===== config.mk =====
export PLATFORM = sky130hd
export DESIGN_NAME = spindle_pwm_ramp_sequencer_top
export DESIGN_NICKNAME = d
export VERILOG_FILES = /design/src/spwm_pkg.sv /design/src/spwm_ctrl.sv /design/src/spwm_dp.sv /design/src/spindle_pwm_ramp_sequencer_top.sv
export SDC_FILE = /design/constraint.sdc
export NUM_CORES = 1
export LEC_CHECK = 0
export BUFFER_PORTS_ARGS = -buffer_cell sky130_fd_sc_hd__clkbuf_2
export CORE_MARGIN = 2
export CORE_UTILIZATION = 50
export CTS_CLUSTER_SIZE = 12
export DETAILED_ROUTE_END_ITERATION = 8
export HOLD_SLACK_MARGIN = 0.05
export PLACE_DENSITY_LB_ADDON = 0.25
export REMOVE_ABC_BUFFERS = 1
export SYNTH_ARGS = -nofsm -noshare
export SYNTH_HDL_FRONTEND = slang
export SYNTH_HIERARCHICAL = 1
export SYNTH_SLANG_ARGS = --single-unit

===== constraint.sdc =====
create_clock -name clk -period 13.55 [get_ports clk]
set_clock_uncertainty 0.15 [all_clocks]
set_input_delay 1.355 -clock clk [delete_from_list [all_inputs] [get_ports clk]]
set_output_delay 1.355 -clock clk [all_outputs]
set_load 0.02 [all_outputs]

===== src/spwm_pkg.sv =====
// Shared constants, types and the duty step function of the spindle PWM ramp sequencer.
`default_nettype none
package spwm_pkg;

  localparam int RAMP_TICKS = 10;
  localparam int RAMP_STEP  = 100;
  localparam int DUTY_FULL  = 1000;

  localparam int DUTY_W     = $clog2(DUTY_FULL + 1);
  localparam int RPM_W      = 16;
  localparam int WAIT_W     = 16;
  localparam int QUO_W      = RPM_W + DUTY_W;
  localparam int DIV_STEPS  = QUO_W;
  localparam int DIV_CNT_W  = $clog2(DIV_STEPS);
  localparam int CFG_ADDR_W = 3;
  localparam int CFG_DATA_W = 16;
  localparam int IN_DATA_W  = 24;
  localparam int OUT_DATA_W = 16;
  localparam int MODE_W     = 2;
  localparam int PHASE_W    = 3;

  // input item kinds
  localparam logic [MODE_W-1:0] MODE_TICK = 2'd0;
  localparam logic [MODE_W-1:0] MODE_ON   = 2'd1;
  localparam logic [MODE_W-1:0] MODE_OFF  = 2'd2;

  // configuration register indexes
  localparam logic [CFG_ADDR_W-1:0] REG_MAX_RPM   = 3'd0;
  localparam logic [CFG_ADDR_W-1:0] REG_ALLOW_REV = 3'd1;
  localparam logic [CFG_ADDR_W-1:0] REG_PWR_DLY   = 3'd2;
  localparam logic [CFG_ADDR_W-1:0] REG_ON_DLY    = 3'd3;
  localparam logic [CFG_ADDR_W-1:0] REG_OFF_DLY   = 3'd4;

  // sequencer phases
  localparam logic [PHASE_W-1:0] PH_IDLE     = 3'd0;
  localparam logic [PHASE_W-1:0] PH_PWR_WAIT = 3'd1;
  localparam logic [PHASE_W-1:0] PH_DIR_DOWN = 3'd2;
  localparam logic [PHASE_W-1:0] PH_RAMP_UP  = 3'd3;
  localparam logic [PHASE_W-1:0] PH_ON_WAIT  = 3'd4;
  localparam logic [PHASE_W-1:0] PH_OFF_DOWN = 3'd5;
  localparam logic [PHASE_W-1:0] PH_OFF_WAIT = 3'd6;

  typedef struct packed {
    logic load;
    logic div_step;
    logic apply;
  } spwm_cmd_t;

  typedef struct packed {
    logic in_is_on;
    logic div_last;
  } spwm_status_t;

  // one ramp step toward goal, clamped at goal
  function automatic logic [DUTY_W-1:0] step_toward(input logic [DUTY_W-1:0] duty,
                                                    input logic [DUTY_W-1:0] goal);
    logic [DUTY_W:0] up;
    logic [DUTY_W:0] diff;
    logic [DUTY_W-1:0] res;
    up   = {1'b0, duty} + (DUTY_W+1)'(RAMP_STEP);
    diff = {1'b0, duty} - {1'b0, goal};
    if (duty < goal) begin
      res = (up > {1'b0, goal}) ? goal : up[DUTY_W-1:0];
    end else if (duty > goal) begin
      res = (diff >= (DUTY_W+1)'(RAMP_STEP)) ? (duty - DUTY_W'(RAMP_STEP)) : goal;
    end else begin
      res = duty;
    end
    return res;
  endfunction

endpackage
`default_nettype wire


===== src/spwm_ctrl.sv =====
// Handshake and sequencing controller: accept, divide (on items only), apply, present result.
`default_nettype none
module spwm_ctrl (
  input  wire logic                  clk,
  input  wire logic                  rst_n,
  input  wire logic                  in_tvalid,
  output logic                       in_tready,
  output logic                       out_tvalid,
  input  wire logic                  out_tready,
  input  wire spwm_pkg::spwm_status_t st,
  output spwm_pkg::spwm_cmd_t         cmd
);
  import spwm_pkg::*;

  localparam logic [1:0] C_IDLE  = 2'd0;
  localparam logic [1:0] C_DIV   = 2'd1;
  localparam logic [1:0] C_APPLY = 2'd2;
  localparam logic [1:0] C_OUT   = 2'd3;

  logic [1:0] state_r, state_nxt;

  assign in_tready  = (state_r == C_IDLE);
  assign out_tvalid = (state_r == C_OUT);

  always_comb begin
    state_nxt    = state_r;
    cmd.load     = 1'b0;
    cmd.div_step = 1'b0;
    cmd.apply    = 1'b0;
    case (state_r)
      C_IDLE: begin
        if (in_tvalid) begin
          cmd.load  = 1'b1;
          state_nxt = st.in_is_on ? C_DIV : C_APPLY;
        end
      end
      C_DIV: begin
        cmd.div_step = 1'b1;
        if (st.div_last) state_nxt = C_APPLY;
      end
      C_APPLY: begin
        cmd.apply = 1'b1;
        state_nxt = C_OUT;
      end
      C_OUT: begin
        if (out_tready) state_nxt = C_IDLE;
      end
      default: state_nxt = C_IDLE;
    endcase
  end

  always_ff @(posedge clk) begin
    if (!rst_n) state_r <= C_IDLE;
    else        state_r <= state_nxt;
  end

endmodule
`default_nettype wire


===== src/spwm_dp.sv =====
// Datapath: config registers, target divider, spindle state and result register.
`default_nettype none
module spwm_dp (
  input  wire logic                                  clk,
  input  wire logic                                  rst_n,
  input  wire logic                                  cfg_we,
  input  wire logic [spwm_pkg::CFG_ADDR_W-1:0]       cfg_addr,
  input  wire logic [spwm_pkg::CFG_DATA_W-1:0]       cfg_wdata,
  input  wire logic [spwm_pkg::MODE_W-1:0]           in_tuser,
  input  wire logic [spwm_pkg::IN_DATA_W-1:0]        in_tdata,
  input  wire spwm_pkg::spwm_cmd_t                   cmd,
  output spwm_pkg::spwm_status_t                     st,
  output logic [spwm_pkg::OUT_DATA_W-1:0]            out_tdata
);
  import spwm_pkg::*;

  // configuration
  logic [RPM_W-1:0]  max_rpm_r;
  logic              allow_rev_r;
  logic [WAIT_W-1:0] pwr_dly_r, on_dly_r, off_dly_r;

  // latched item and divider
  logic [MODE_W-1:0]    mode_r;
  logic                 rev_r;
  logic [QUO_W-1:0]     quo_r;
  logic [RPM_W-1:0]     rem_r;
  logic [DIV_CNT_W-1:0] cnt_r;
  logic [RPM_W:0]       trial;
  logic                 trial_ge;
  logic [RPM_W:0]       trial_sub;
  logic [DUTY_W-1:0]    target;

  // spindle state
  logic [PHASE_W-1:0] phase_r, phase_nxt;
  logic [DUTY_W-1:0]  duty_r, duty_nxt;
  logic [DUTY_W-1:0]  tgt_r, tgt_nxt;
  logic               dir_r, dir_nxt;
  logic               dirp_r, dirp_nxt;
  logic               off_r, off_nxt;
  logic               pwr_r, pwr_nxt;
  logic [WAIT_W-1:0]  wc_r, wc_nxt;
  logic               rej;
  logic [OUT_DATA_W-1:0] out_r;

  always_ff @(posedge clk) begin
    if (!rst_n) begin
      max_rpm_r   <= RPM_W'(3000);
      allow_rev_r <= 1'b0;
      pwr_dly_r   <= '0;
      on_dly_r    <= '0;
      off_dly_r   <= '0;
    end else if (cfg_we) begin
      case (cfg_addr)
        REG_MAX_RPM:   max_rpm_r   <= cfg_wdata[RPM_W-1:0];
        REG_ALLOW_REV: allow_rev_r <= cfg_wdata[0];
        REG_PWR_DLY:   pwr_dly_r   <= cfg_wdata[WAIT_W-1:0];
        REG_ON_DLY:    on_dly_r    <= cfg_wdata[WAIT_W-1:0];
        REG_OFF_DLY:   off_dly_r   <= cfg_wdata[WAIT_W-1:0];
        default: ;
      endcase
    end
  end

  assign st.in_is_on = (in_tuser == MODE_ON);
  assign st.div_last = (cnt_r == DIV_CNT_W'(DIV_STEPS - 1));

  // restoring divide, one quotient bit per cycle
  assign trial     = {rem_r, quo_r[QUO_W-1]};
  assign trial_ge  = (trial >= {1'b0, max_rpm_r});
  assign trial_sub = trial - {1'b0, max_rpm_r};

  always_ff @(posedge clk) begin
    if (cmd.load) begin
      mode_r <= in_tuser;
      rev_r  <= in_tdata[0];
      quo_r  <= QUO_W'(in_tdata[RPM_W:1]) * QUO_W'(DUTY_FULL);
      rem_r  <= '0;
      cnt_r  <= '0;
    end else if (cmd.div_step) begin
      rem_r <= trial_ge ? trial_sub[RPM_W-1:0] : trial[RPM_W-1:0];
      quo_r <= {quo_r[QUO_W-2:0], trial_ge};
      cnt_r <= cnt_r + 1'b1;
    end
  end

  assign target = (max_rpm_r == '0 || quo_r > QUO_W'(DUTY_FULL)) ?
                  DUTY_W'(DUTY_FULL) : quo_r[DUTY_W-1:0];

  always_comb begin
    logic go_dir, go_ramp, go_ondly, go_offw, go_fin;
    go_dir    = 1'b0;
    go_ramp   = 1'b0;
    go_ondly  = 1'b0;
    go_offw   = 1'b0;
    go_fin    = 1'b0;
    phase_nxt = phase_r;
    duty_nxt  = duty_r;
    tgt_nxt   = tgt_r;
    dir_nxt   = dir_r;
    dirp_nxt  = dirp_r;
    off_nxt   = off_r;
    pwr_nxt   = pwr_r;
    wc_nxt    = wc_r;
    rej       = 1'b0;

    case (mode_r)
      MODE_TICK: begin
        if (phase_r != PH_IDLE) begin
          if (wc_nxt != '0) wc_nxt = wc_nxt - 1'b1;
          if (wc_nxt == '0) begin
            case (phase_r)
              PH_PWR_WAIT: go_dir = 1'b1;
              PH_DIR_DOWN: begin
                if (duty_r != '0) begin
                  duty_nxt = step_toward(duty_r, '0);
                  wc_nxt   = WAIT_W'(RAMP_TICKS);
                end else go_ramp = 1'b1;
              end
              PH_RAMP_UP: begin
                if (duty_r != tgt_r) begin
                  duty_nxt = step_toward(duty_r, tgt_r);
                  wc_nxt   = WAIT_W'(RAMP_TICKS);
                end else go_ondly = 1'b1;
              end
              PH_ON_WAIT: begin
                off_nxt   = 1'b0;
                phase_nxt = PH_IDLE;
              end
              PH_OFF_DOWN: begin
                if (duty_r != '0) begin
                  duty_nxt = step_toward(duty_r, '0);
                  wc_nxt   = WAIT_W'(RAMP_TICKS);
                end else go_offw = 1'b1;
              end
              PH_OFF_WAIT: go_fin = 1'b1;
              default: phase_nxt = PH_IDLE;
            endcase
          end
        end
      end
      MODE_ON: begin
        if (phase_r != PH_IDLE || (rev_r && !allow_rev_r)) begin
          rej = 1'b1;
        end else begin
          dirp_nxt = rev_r;
          tgt_nxt  = target;
          if (off_r) begin
            pwr_nxt = 1'b1;
            if (pwr_dly_r != '0) begin
              wc_nxt    = pwr_dly_r;
              phase_nxt = PH_PWR_WAIT;
            end else go_dir = 1'b1;
          end else go_dir = 1'b1;
        end
      end
      MODE_OFF: begin
        if (phase_r != PH_IDLE) begin
          rej = 1'b1;
        end else if (duty_r != '0) begin
          duty_nxt  = step_toward(duty_r, '0);
          wc_nxt    = WAIT_W'(RAMP_TICKS);
          phase_nxt = PH_OFF_DOWN;
        end else go_offw = 1'b1;
      end
      default: ;
    endcase

    // stage entries chain within one item, in sequence order
    if (go_dir) begin
      if (dirp_nxt != dir_nxt && duty_nxt != '0) begin
        duty_nxt  = step_toward(duty_nxt, '0);
        wc_nxt    = WAIT_W'(RAMP_TICKS);
        phase_nxt = PH_DIR_DOWN;
      end else go_ramp = 1'b1;
    end
    if (go_ramp) begin
      dir_nxt = dirp_nxt;
      if (duty_nxt == tgt_nxt) begin
        go_ondly = 1'b1;
      end else begin
        duty_nxt  = step_toward(duty_nxt, tgt_nxt);
        wc_nxt    = WAIT_W'(RAMP_TICKS);
        phase_nxt = PH_RAMP_UP;
      end
    end
    if (go_ondly) begin
      if (off_nxt && on_dly_r != '0) begin
        wc_nxt    = on_dly_r;
        phase_nxt = PH_ON_WAIT;
      end else begin
        off_nxt   = 1'b0;
        phase_nxt = PH_IDLE;
      end
    end
    if (go_offw) begin
      if (off_dly_r != '0) begin
        wc_nxt    = off_dly_r;
        phase_nxt = PH_OFF_WAIT;
      end else go_fin = 1'b1;
    end
    if (go_fin) begin
      pwr_nxt   = 1'b0;
      off_nxt   = 1'b1;
      phase_nxt = PH_IDLE;
    end
  end

  always_ff @(posedge clk) begin
    if (!rst_n) begin
      phase_r <= PH_IDLE;
      duty_r  <= '0;
      tgt_r   <= '0;
      dir_r   <= 1'b0;
      dirp_r  <= 1'b0;
      off_r   <= 1'b1;
      pwr_r   <= 1'b0;
      wc_r    <= '0;
    end else if (cmd.apply) begin
      phase_r <= phase_nxt;
      duty_r  <= duty_nxt;
      tgt_r   <= tgt_nxt;
      dir_r   <= dir_nxt;
      dirp_r  <= dirp_nxt;
      off_r   <= off_nxt;
      pwr_r   <= pwr_nxt;
      wc_r    <= wc_nxt;
    end
  end

  always_ff @(posedge clk) begin
    if (cmd.apply) begin
      out_r <= {2'b00, rej, (phase_nxt != PH_IDLE), dir_nxt, pwr_nxt, duty_nxt};
    end
  end

  assign out_tdata = out_r;

endmodule
`default_nettype wire


===== src/spindle_pwm_ramp_sequencer_top.sv =====
// Tick and off items pass from the accepting state straight to the apply state; on items first
// run the 26-step shift-subtract divide that turns rpm into the duty target.
// One item in flight: a new item is accepted only once the last result has been taken.
// Reset (rst_n low, synchronous): spindle idle and off, duty 0, clockwise, power low,
// config back to max_rpm 3000, reverse disallowed, all delays 0.
// Top level of the spindle PWM ramp sequencer.
`default_nettype none
module spindle_pwm_ramp_sequencer_top (
  input  wire logic                                 clk,
  input  wire logic                                 rst_n,
  input  wire logic                                 cfg_we,
  input  wire logic [spwm_pkg::CFG_ADDR_W-1:0]      cfg_addr,
  input  wire logic [spwm_pkg::CFG_DATA_W-1:0]      cfg_wdata,
  input  wire logic                                 in_tvalid,
  output logic                                      in_tready,
  // [0] want_reverse, [16:1] speed_rpm, [23:17] zero
  input  wire logic [spwm_pkg::IN_DATA_W-1:0]       in_tdata,
  // [1:0] mode
  input  wire logic [spwm_pkg::MODE_W-1:0]          in_tuser,
  output logic                                      out_tvalid,
  input  wire logic                                 out_tready,
  // [9:0] duty_permille, [10] power_enable, [11] reverse_out, [12] busy_res,
  // [13] rejected, [15:14] zero
  output logic [spwm_pkg::OUT_DATA_W-1:0]           out_tdata
);
  import spwm_pkg::*;

  spwm_cmd_t    cmd;
  spwm_status_t st;

  spwm_ctrl u_ctrl (
    .clk        (clk),
    .rst_n      (rst_n),
    .in_tvalid  (in_tvalid),
    .in_tready  (in_tready),
    .out_tvalid (out_tvalid),
    .out_tready (out_tready),
    .st         (st),
    .cmd        (cmd)
  );

  spwm_dp u_dp (
    .clk       (clk),
    .rst_n     (rst_n),
    .cfg_we    (cfg_we),
    .cfg_addr  (cfg_addr),
    .cfg_wdata (cfg_wdata),
    .in_tuser  (in_tuser),
    .in_tdata  (in_tdata),
    .cmd       (cmd),
    .st        (st),
    .out_tdata (out_tdata)
  );

endmodule
`default_nettype wire

==> impl_metrics.env, run 1 <==
export IMPL_first_pass_iters=9
export IMPL_synth_top_cells_by_area="dfxtp_1 (17%), ha_1 (10%), edfxtp_1 (7.7%)"
export IMPL_die_area_um2=32600
export IMPL_io_pins=68
export IMPL_synth_edf_count=40
export IMPL_core_rowCount=64
export IMPL_synthArstFlopShare_pct=0
export IMPL_slew_viol_final=0
export IMPL_drc=0
export IMPL_vias=14480
export IMPL_clk_pin_slew_ns=0.07
export IMPL_timing_setup_tns_ns=0
export IMPL_grt_pass1_wl_um=71450
export IMPL_gp_congestion=0.9747
export IMPL_grt_pass1_vias=13620
export IMPL_clk_latency_ns=0.45
export IMPL_diodes=0
export IMPL_slowest_stage="nor3_1"
export IMPL_clockBufferDepth=2
export IMPL_ff2ff_path_depth=27
export IMPL_track_usage_pct=26.71
export IMPL_seq_area_frac_synth_pct=24.92
export IMPL_ir_worst_vdd_uv=137.2
export IMPL_synth_top_area_share_pct=17.21
export IMPL_setup_viol=0
export IMPL_holdPathStages=2
export IMPL_cp_arrival_ns=9.21
export IMPL_internal_power_w=0.002081
export IMPL_die_x_um=180.6
export IMPL_design_area_um2=16550
export IMPL_holdPathEnd="u_dp/on_dly_r[10]"
export IMPL_reg2reg_from="u_dp/wc_r[7]"
export IMPL_p_seq_share_pct=19.2
export IMPL_post_cts_buffers=0
export IMPL_port_buffers=58
export IMPL_reg2reg_slack_ns=4.41
export IMPL_place_hpwl_um=33280
export IMPL_hp_start="u_dp/on_dly_r[10]"
export IMPL_numCtsBuffers=17
export IMPL_grt_max_degree=79
export IMPL_whs_ns=0.3313
export IMPL_initial_core_util_pct=50.82
export IMPL_critical_path_max_fanout=11
export IMPL_pwr_share_comb_pct=69.7
export IMPL_p_per_area_nw_per_um2=256.5
export IMPL_ys_warn_count=6
export IMPL_cts_root_buf="clkbuf_16"
export IMPL_fmaxAchievable_ghz=0.1094
export IMPL_coreArea_um2=30670
export IMPL_cp_start_kind="flop"
export IMPL_cts_sinks=174
export IMPL_period_share_pct=67.47
export IMPL_end_kind="flop"
export IMPL_period_minus_slack_ns=9.142
export IMPL_antenna_found_initial=1
export IMPL_max_cap_viol_count=0
export IMPL_placed_area_um2=16000
export IMPL_critical_path_required_ns=13.62
export IMPL_switching_share_pct=50.99
export IMPL_p_sw_w=0.002165
export IMPL_cp_common_cell="o21ai_0"
export IMPL_hold_viol_final=0
export IMPL_synth_largest_area_cell="dfxtp_1"
export IMPL_hold_class="flop to flop"
export IMPL_syn_area_um2=15590
export IMPL_rsz0062_at_grt="false"
export IMPL_maxSlewHeadroom_pct=22.91
export IMPL_rr_endpoint="u_dp/out_tdata[1]"
export IMPL_ctsHoldBuffers=0
export IMPL_areaGrowthSynthToFinish_pct=6.189
export IMPL_tightest_slew_ns=1.152
export IMPL_routed_wl_um=44020
export IMPL_vias_per_cell=6.222
export IMPL_status="finished clean"
export IMPL_die_height_um=180.6
export IMPL_drt_iter0_markers=1609
export IMPL_slowest_delay_ns=0.89
export IMPL_critPathKind="flop to flop"
export IMPL_ys_flop_type="dfxtp_1"
export IMPL_drive_above_1_share_pct=8.441
export IMPL_cts_max_level=4
export IMPL_antenna_left=0
export IMPL_fin_nets=2148
export IMPL_avgSynthCellArea_um2=8.072
export IMPL_synth_seq_cells=174
export IMPL_leakagePower_nw=6.583
export IMPL_fin_util_pct=53.97
export IMPL_netlist_cell_type_count=107
export IMPL_cts_resized=0
export IMPL_routedWlPerCell_um=18.92
export IMPL_cts_tree="built"
export IMPL_p_clk_share_pct=11.1
export IMPL_synth_cells=1931
export IMPL_grt_overflow=0
per-layer routing:
metal	vias to the layer above	track usage (%)	routed length (um)
met3	78	3.800	2855
li1	6968	-	-
met5	-	0	13
met2	531	42.23	20170
met1	6899	37.80	20060
met4	2	8.161	919
Yosys cell counts (40+ instances only):
library cell / count
nand2_1: 272
dfxtp_1: 134
nor2_1: 155
inv_1: 114
clkbuf_1: 77
ha_1: 125
nand3_1: 42
edfxtp_1: 40
o21ai_0: 106
fa_1: 55
a21oi_1: 135
mux2i_1: 50
flip-flops by register name, summed over array words and instances (netlist names), 2 cells and up:
signal and flops:
u_dp/phase_r 3, u_dp/on_dly_r 16, u_dp/quo_r 26, u_ctrl/state_r 2, u_dp/wc_r 16, u_dp/mode_r 2, u_dp/duty_r 10, u_dp/rem_r 16
u_dp/max_rpm_r 16, u_dp/cnt_r 5, u_dp/out_tdata 14, u_dp/tgt_r 10, u_dp/off_dly_r 16, u_dp/pwr_dly_r 16
metrics by stage:
step	worst slack (ns)	power (W)	instances
final	4.408	0.004246	2327
after global routing	3.909	0.004604	2327
after CTS	4.682	0.004203	2327
after detailed placement	4.718	0.003714	2295
after global placement	4.702	0.003667	2295
after floorplan	5.472	0.003012	1831
critical path, delay by kind of cell, from the launching register on:
family	cells	cell delay, ns
adders and majority gates	2	0.58
DFF	1	0.37
AOI/OAI and AO/OA	15	4.34
muxes	1	0.36
and+or+nand+nor	9	3.09
layout make-up:
cell class	count	area, um2
fillers	2879	14120
multi-input cells	1539	10810
flip-flops and latches	174	3884
well taps	396	495.5
inverters	118	444.2
clock buffers	19	442.9
repair buffers	68	365.4
clock inverters	13	105.1
logic make-up after synthesis:
| group | Yosys count | share of synthesized area (%) |
|---|---|---|
| simple gates | 696 | 21.55 |
| compound gates | 551 | 23.88 |
| buf+inv | 219 | 5.756 |
| fa+ha+maj | 180 | 17.10 |
| flops | 174 | 24.92 |
| mux | 62 | 4.078 |
| xor+xnor | 48 | 2.697 |
| other cells | 1 | 0.02406 |
placed cells by master (no fill, tap or decap), types with 14 or more instances in the layout:
cell type	instances
nor3_1	25
clkbuf_16	17
nand3_1	42
a21boi_0	15
nor2_1	155
nand4_1	24
edfxtp_1	40
clkbuf_2	58
o22ai_1	15
a21o_1	22
or3_1	25
o21bai_1	22
inv_1	114
nand2_1	272
dfxtp_1	134
fa_1	55
o211ai_1	21
a211oi_1	31
nor2b_1	25
a31oi_1	33
ha_1	123
o21a_1	23
o21ai_0	106
nor4_1	31
a21oi_1	135
nand2b_1	18
xnor2_1	34
mux2i_1	50
xor2_1	14
power by group through the flow:
stage	sequential (W)	combinational, W	clock (W)
floorplan	0.000796	0.00222	0
global placement	0.000819	0.00285	0
detailed placement	0.000823	0.00289	0
CTS	0.000813	0.00291	0.000477
global route	0.000832	0.00328	0.000496
finish	0.000817	0.00296	0.000470
worst max path at each step:
| stage | startpoint | cells after the start | slack [ns] | end |
|---|---|---|---|---|
| floorplan | u_dp/duty_r[2] | 35 | 5.47 | u_dp/duty_r[7] |
| global placement | u_dp/wc_r[7] | 27 | 4.70 | u_dp/out_tdata[1] |
| detailed placement | u_dp/wc_r[7] | 27 | 4.72 | u_dp/out_tdata[1] |
| CTS | u_dp/wc_r[7] | 27 | 4.68 | u_dp/out_tdata[1] |
| global route | u_dp/wc_r[7] | 27 | 3.91 | u_dp/out_tdata[0] |
| finish | u_dp/wc_r[7] | 27 | 4.41 | u_dp/out_tdata[1] |
No activity file was read; power rests on OpenSTA's default activity.
==> inputs of run 2 (changes only) <==
clock period = 8.85 ns   (was 13.55 ns; I/O delays follow)
==> impl_metrics.env, run 2 (synthesized netlist as in run 1, its figures left out) <==
export IMPL_p_clk_share_pct=11.9
export IMPL_critical_path_max_fanout=15
export IMPL_p_per_area_nw_per_um2=397.7
export IMPL_vias_per_cell=6.252
export IMPL_hold_viol_final=0
export IMPL_numCtsBuffers=17
export IMPL_antenna_left=0
export IMPL_grt_pass1_vias=13520
export IMPL_p_sw_w=0.003331
export IMPL_num_fill_cells=2871
export IMPL_clk_pin_slew_ns=0.07
export IMPL_maxSlewHeadroom_pct=21.71
export IMPL_ctsHoldBuffers=0
export IMPL_setup_viol=0
export IMPL_slowest_delay_ns=0.41
export IMPL_clk_latency_ns=0.46
export IMPL_vias=14680
export IMPL_leakagePower_nw=6.734
export IMPL_final_cell_mix="nand2_1 (272), nor2_1 (155), a21oi_1 (134)"
export IMPL_setup_slack_ns=0.5647
export IMPL_pwr_share_comb_pct=69.9
export IMPL_first_pass_iters=9
export IMPL_hp_start="u_dp/off_dly_r[9]"
export IMPL_switching_share_pct=49.86
export IMPL_coreArea_um2=30670
export IMPL_rsz0062_at_grt="false"
export IMPL_gp_congestion=0.9411
export IMPL_rr_endpoint="u_dp/out_tdata[3]"
export IMPL_critPathKind="flop to flop"
export IMPL_final_common_cell="nand2_1"
export IMPL_holdPathStages=2
export IMPL_tightest_slew_ns=1.170
export IMPL_p_seq_share_pct=18.2
export IMPL_crit_family="compound AO/OA/AOI/OAI gates"
export IMPL_port_buffers=58
export IMPL_drc=0
export IMPL_reg2reg_slack_ns=0.56
export IMPL_grt_max_degree=79
export IMPL_place_ws_ns=0.6141
export IMPL_track_usage_pct=27.03
export IMPL_diodes=0
export IMPL_internal_power_w=0.003350
export IMPL_holdPathEnd="u_dp/off_dly_r[9]"
export IMPL_critPathBufInv=6
export IMPL_status="finished clean"
export IMPL_period_minus_slack_ns=8.285
export IMPL_hold_class="flop to flop"
export IMPL_areaGrowthSynthToFinish_pct=7.787
export IMPL_routedWlPerCell_um=19.05
export IMPL_cts_resized=0
export IMPL_fin_nets=2170
export IMPL_slew_viol_final=0
export IMPL_end_kind="flop"
export IMPL_cp_arrival_ns=8.32
export IMPL_largest_reg_flops=26
export IMPL_cts_max_level=4
export IMPL_largest_register="u_dp/quo_r"
export IMPL_drive_above_1_share_pct=9.477
export IMPL_die_area_um2=32600
export IMPL_drt_iter0_markers=1759
export IMPL_antenna_found_initial=1
export IMPL_core_rowCount=64
export IMPL_ir_worst_vdd_uv=224.6
export IMPL_reg2reg_from="u_dp/duty_r[2]"
export IMPL_grt_pass1_wl_um=71900
export IMPL_die_x_um=180.6
export IMPL_cp_start_kind="flop"
export IMPL_ff2ff_path_depth=35
export IMPL_fmaxAchievable_ghz=0.1207
export IMPL_cts_root_buf="clkbuf_16"
export IMPL_initial_core_util_pct=50.82
export IMPL_routed_wl_um=44720
export IMPL_cts_sinks=174
export IMPL_die_height_um=180.6
export IMPL_post_cts_buffers=0
export IMPL_clockBufferDepth=2
export IMPL_place_hpwl_um=33980
export IMPL_cts_tree="built"
export IMPL_timing_setup_tns_ns=0
export IMPL_slowest_stage="a2111o_1"
export IMPL_critical_path_required_ns=8.88
export IMPL_io_pins=68
export IMPL_max_cap_viol_count=0
export IMPL_grt_overflow=0
export IMPL_period_share_pct=93.62
[run 2: cell types whose count changed in the layout (fill, tap and decap cells not counted), moves of 2 or more]
cell | previous run | this run
buf_4 | 10 | 32
clkbuf_16 | 17 | 20
clkinv_2 | 3 | 1
clkinvlp_4 | 2 | 0
inv_6 | 3 | 1
[run 2: per-stage QoR]
step	util (%)	hold WS [ns]	instances	power, W	area, um2
after global placement	52.72	0.3089	2317	0.005722	16170
final	54.78	0.3266	2348	0.006681	16800
after CTS	54.74	0.3253	2348	0.006599	16790
after global routing	54.78	0.3450	2348	0.007231	16800
after floorplan	-	0.2958	1831	0.004611	15140
after detailed placement	52.72	0.3147	2317	0.005783	16170
[run 2: area by class of cell]
type                    instances  area, um2  share of cell area [%]
flip-flops and latches        174       3885                   23.13
clock buffers                  24      535.5                   3.188
repair buffers                 90      530.5                   3.158
inverters                     118      444.2                   2.644
well taps                     396      495.5                   2.949
multi-input cells            1539      10820                   64.42
clock inverters                 7      86.33                  0.5139
[run 2: tightest hold or removal path, delay by kind of cell (launching register included)]
kind,cells,cell delay [ns]
AO/OA/AOI/OAI,1,0.05
flip-flops,1,0.32
AND/OR/NAND/NOR,1,0.06
[run 2: worst max-delay path by stage]
stage,start,endpoint,cells after the start
after global placement,u_dp/duty_r[5],u_dp/out_tdata[0],35
after CTS,u_dp/duty_r[5],u_dp/out_tdata[1],32
final,u_dp/duty_r[2],u_dp/out_tdata[3],35
after floorplan,u_dp/duty_r[2],u_dp/duty_r[7],35
after detailed placement,u_dp/duty_r[5],u_dp/out_tdata[0],32
after global routing,u_dp/tgt_r[3],u_dp/out_tdata[3],34
[run 2: power by group through the flow]
stage	Clock [W]	Sequential [W]	Combinational, W
3_5_place_dp	0	0.00123	0.00456
5_1_grt	0.000838	0.00124	0.00516
3_3_place_gp	0	0.00122	0.00450
2_1_floorplan	0	0.00122	0.00339
6_report	0.000796	0.00122	0.00467
4_1_cts	0.000807	0.00121	0.00458
[run 2: metal layers]
metal,vias up,global-route usage (%),share of wire [%]
met1,7015,38.19,45
met3,69,4.406,7.7
met4,2,6.935,1.9
met5,-,0,0.029
li1,6983,-,-
met2,611,43.02,45
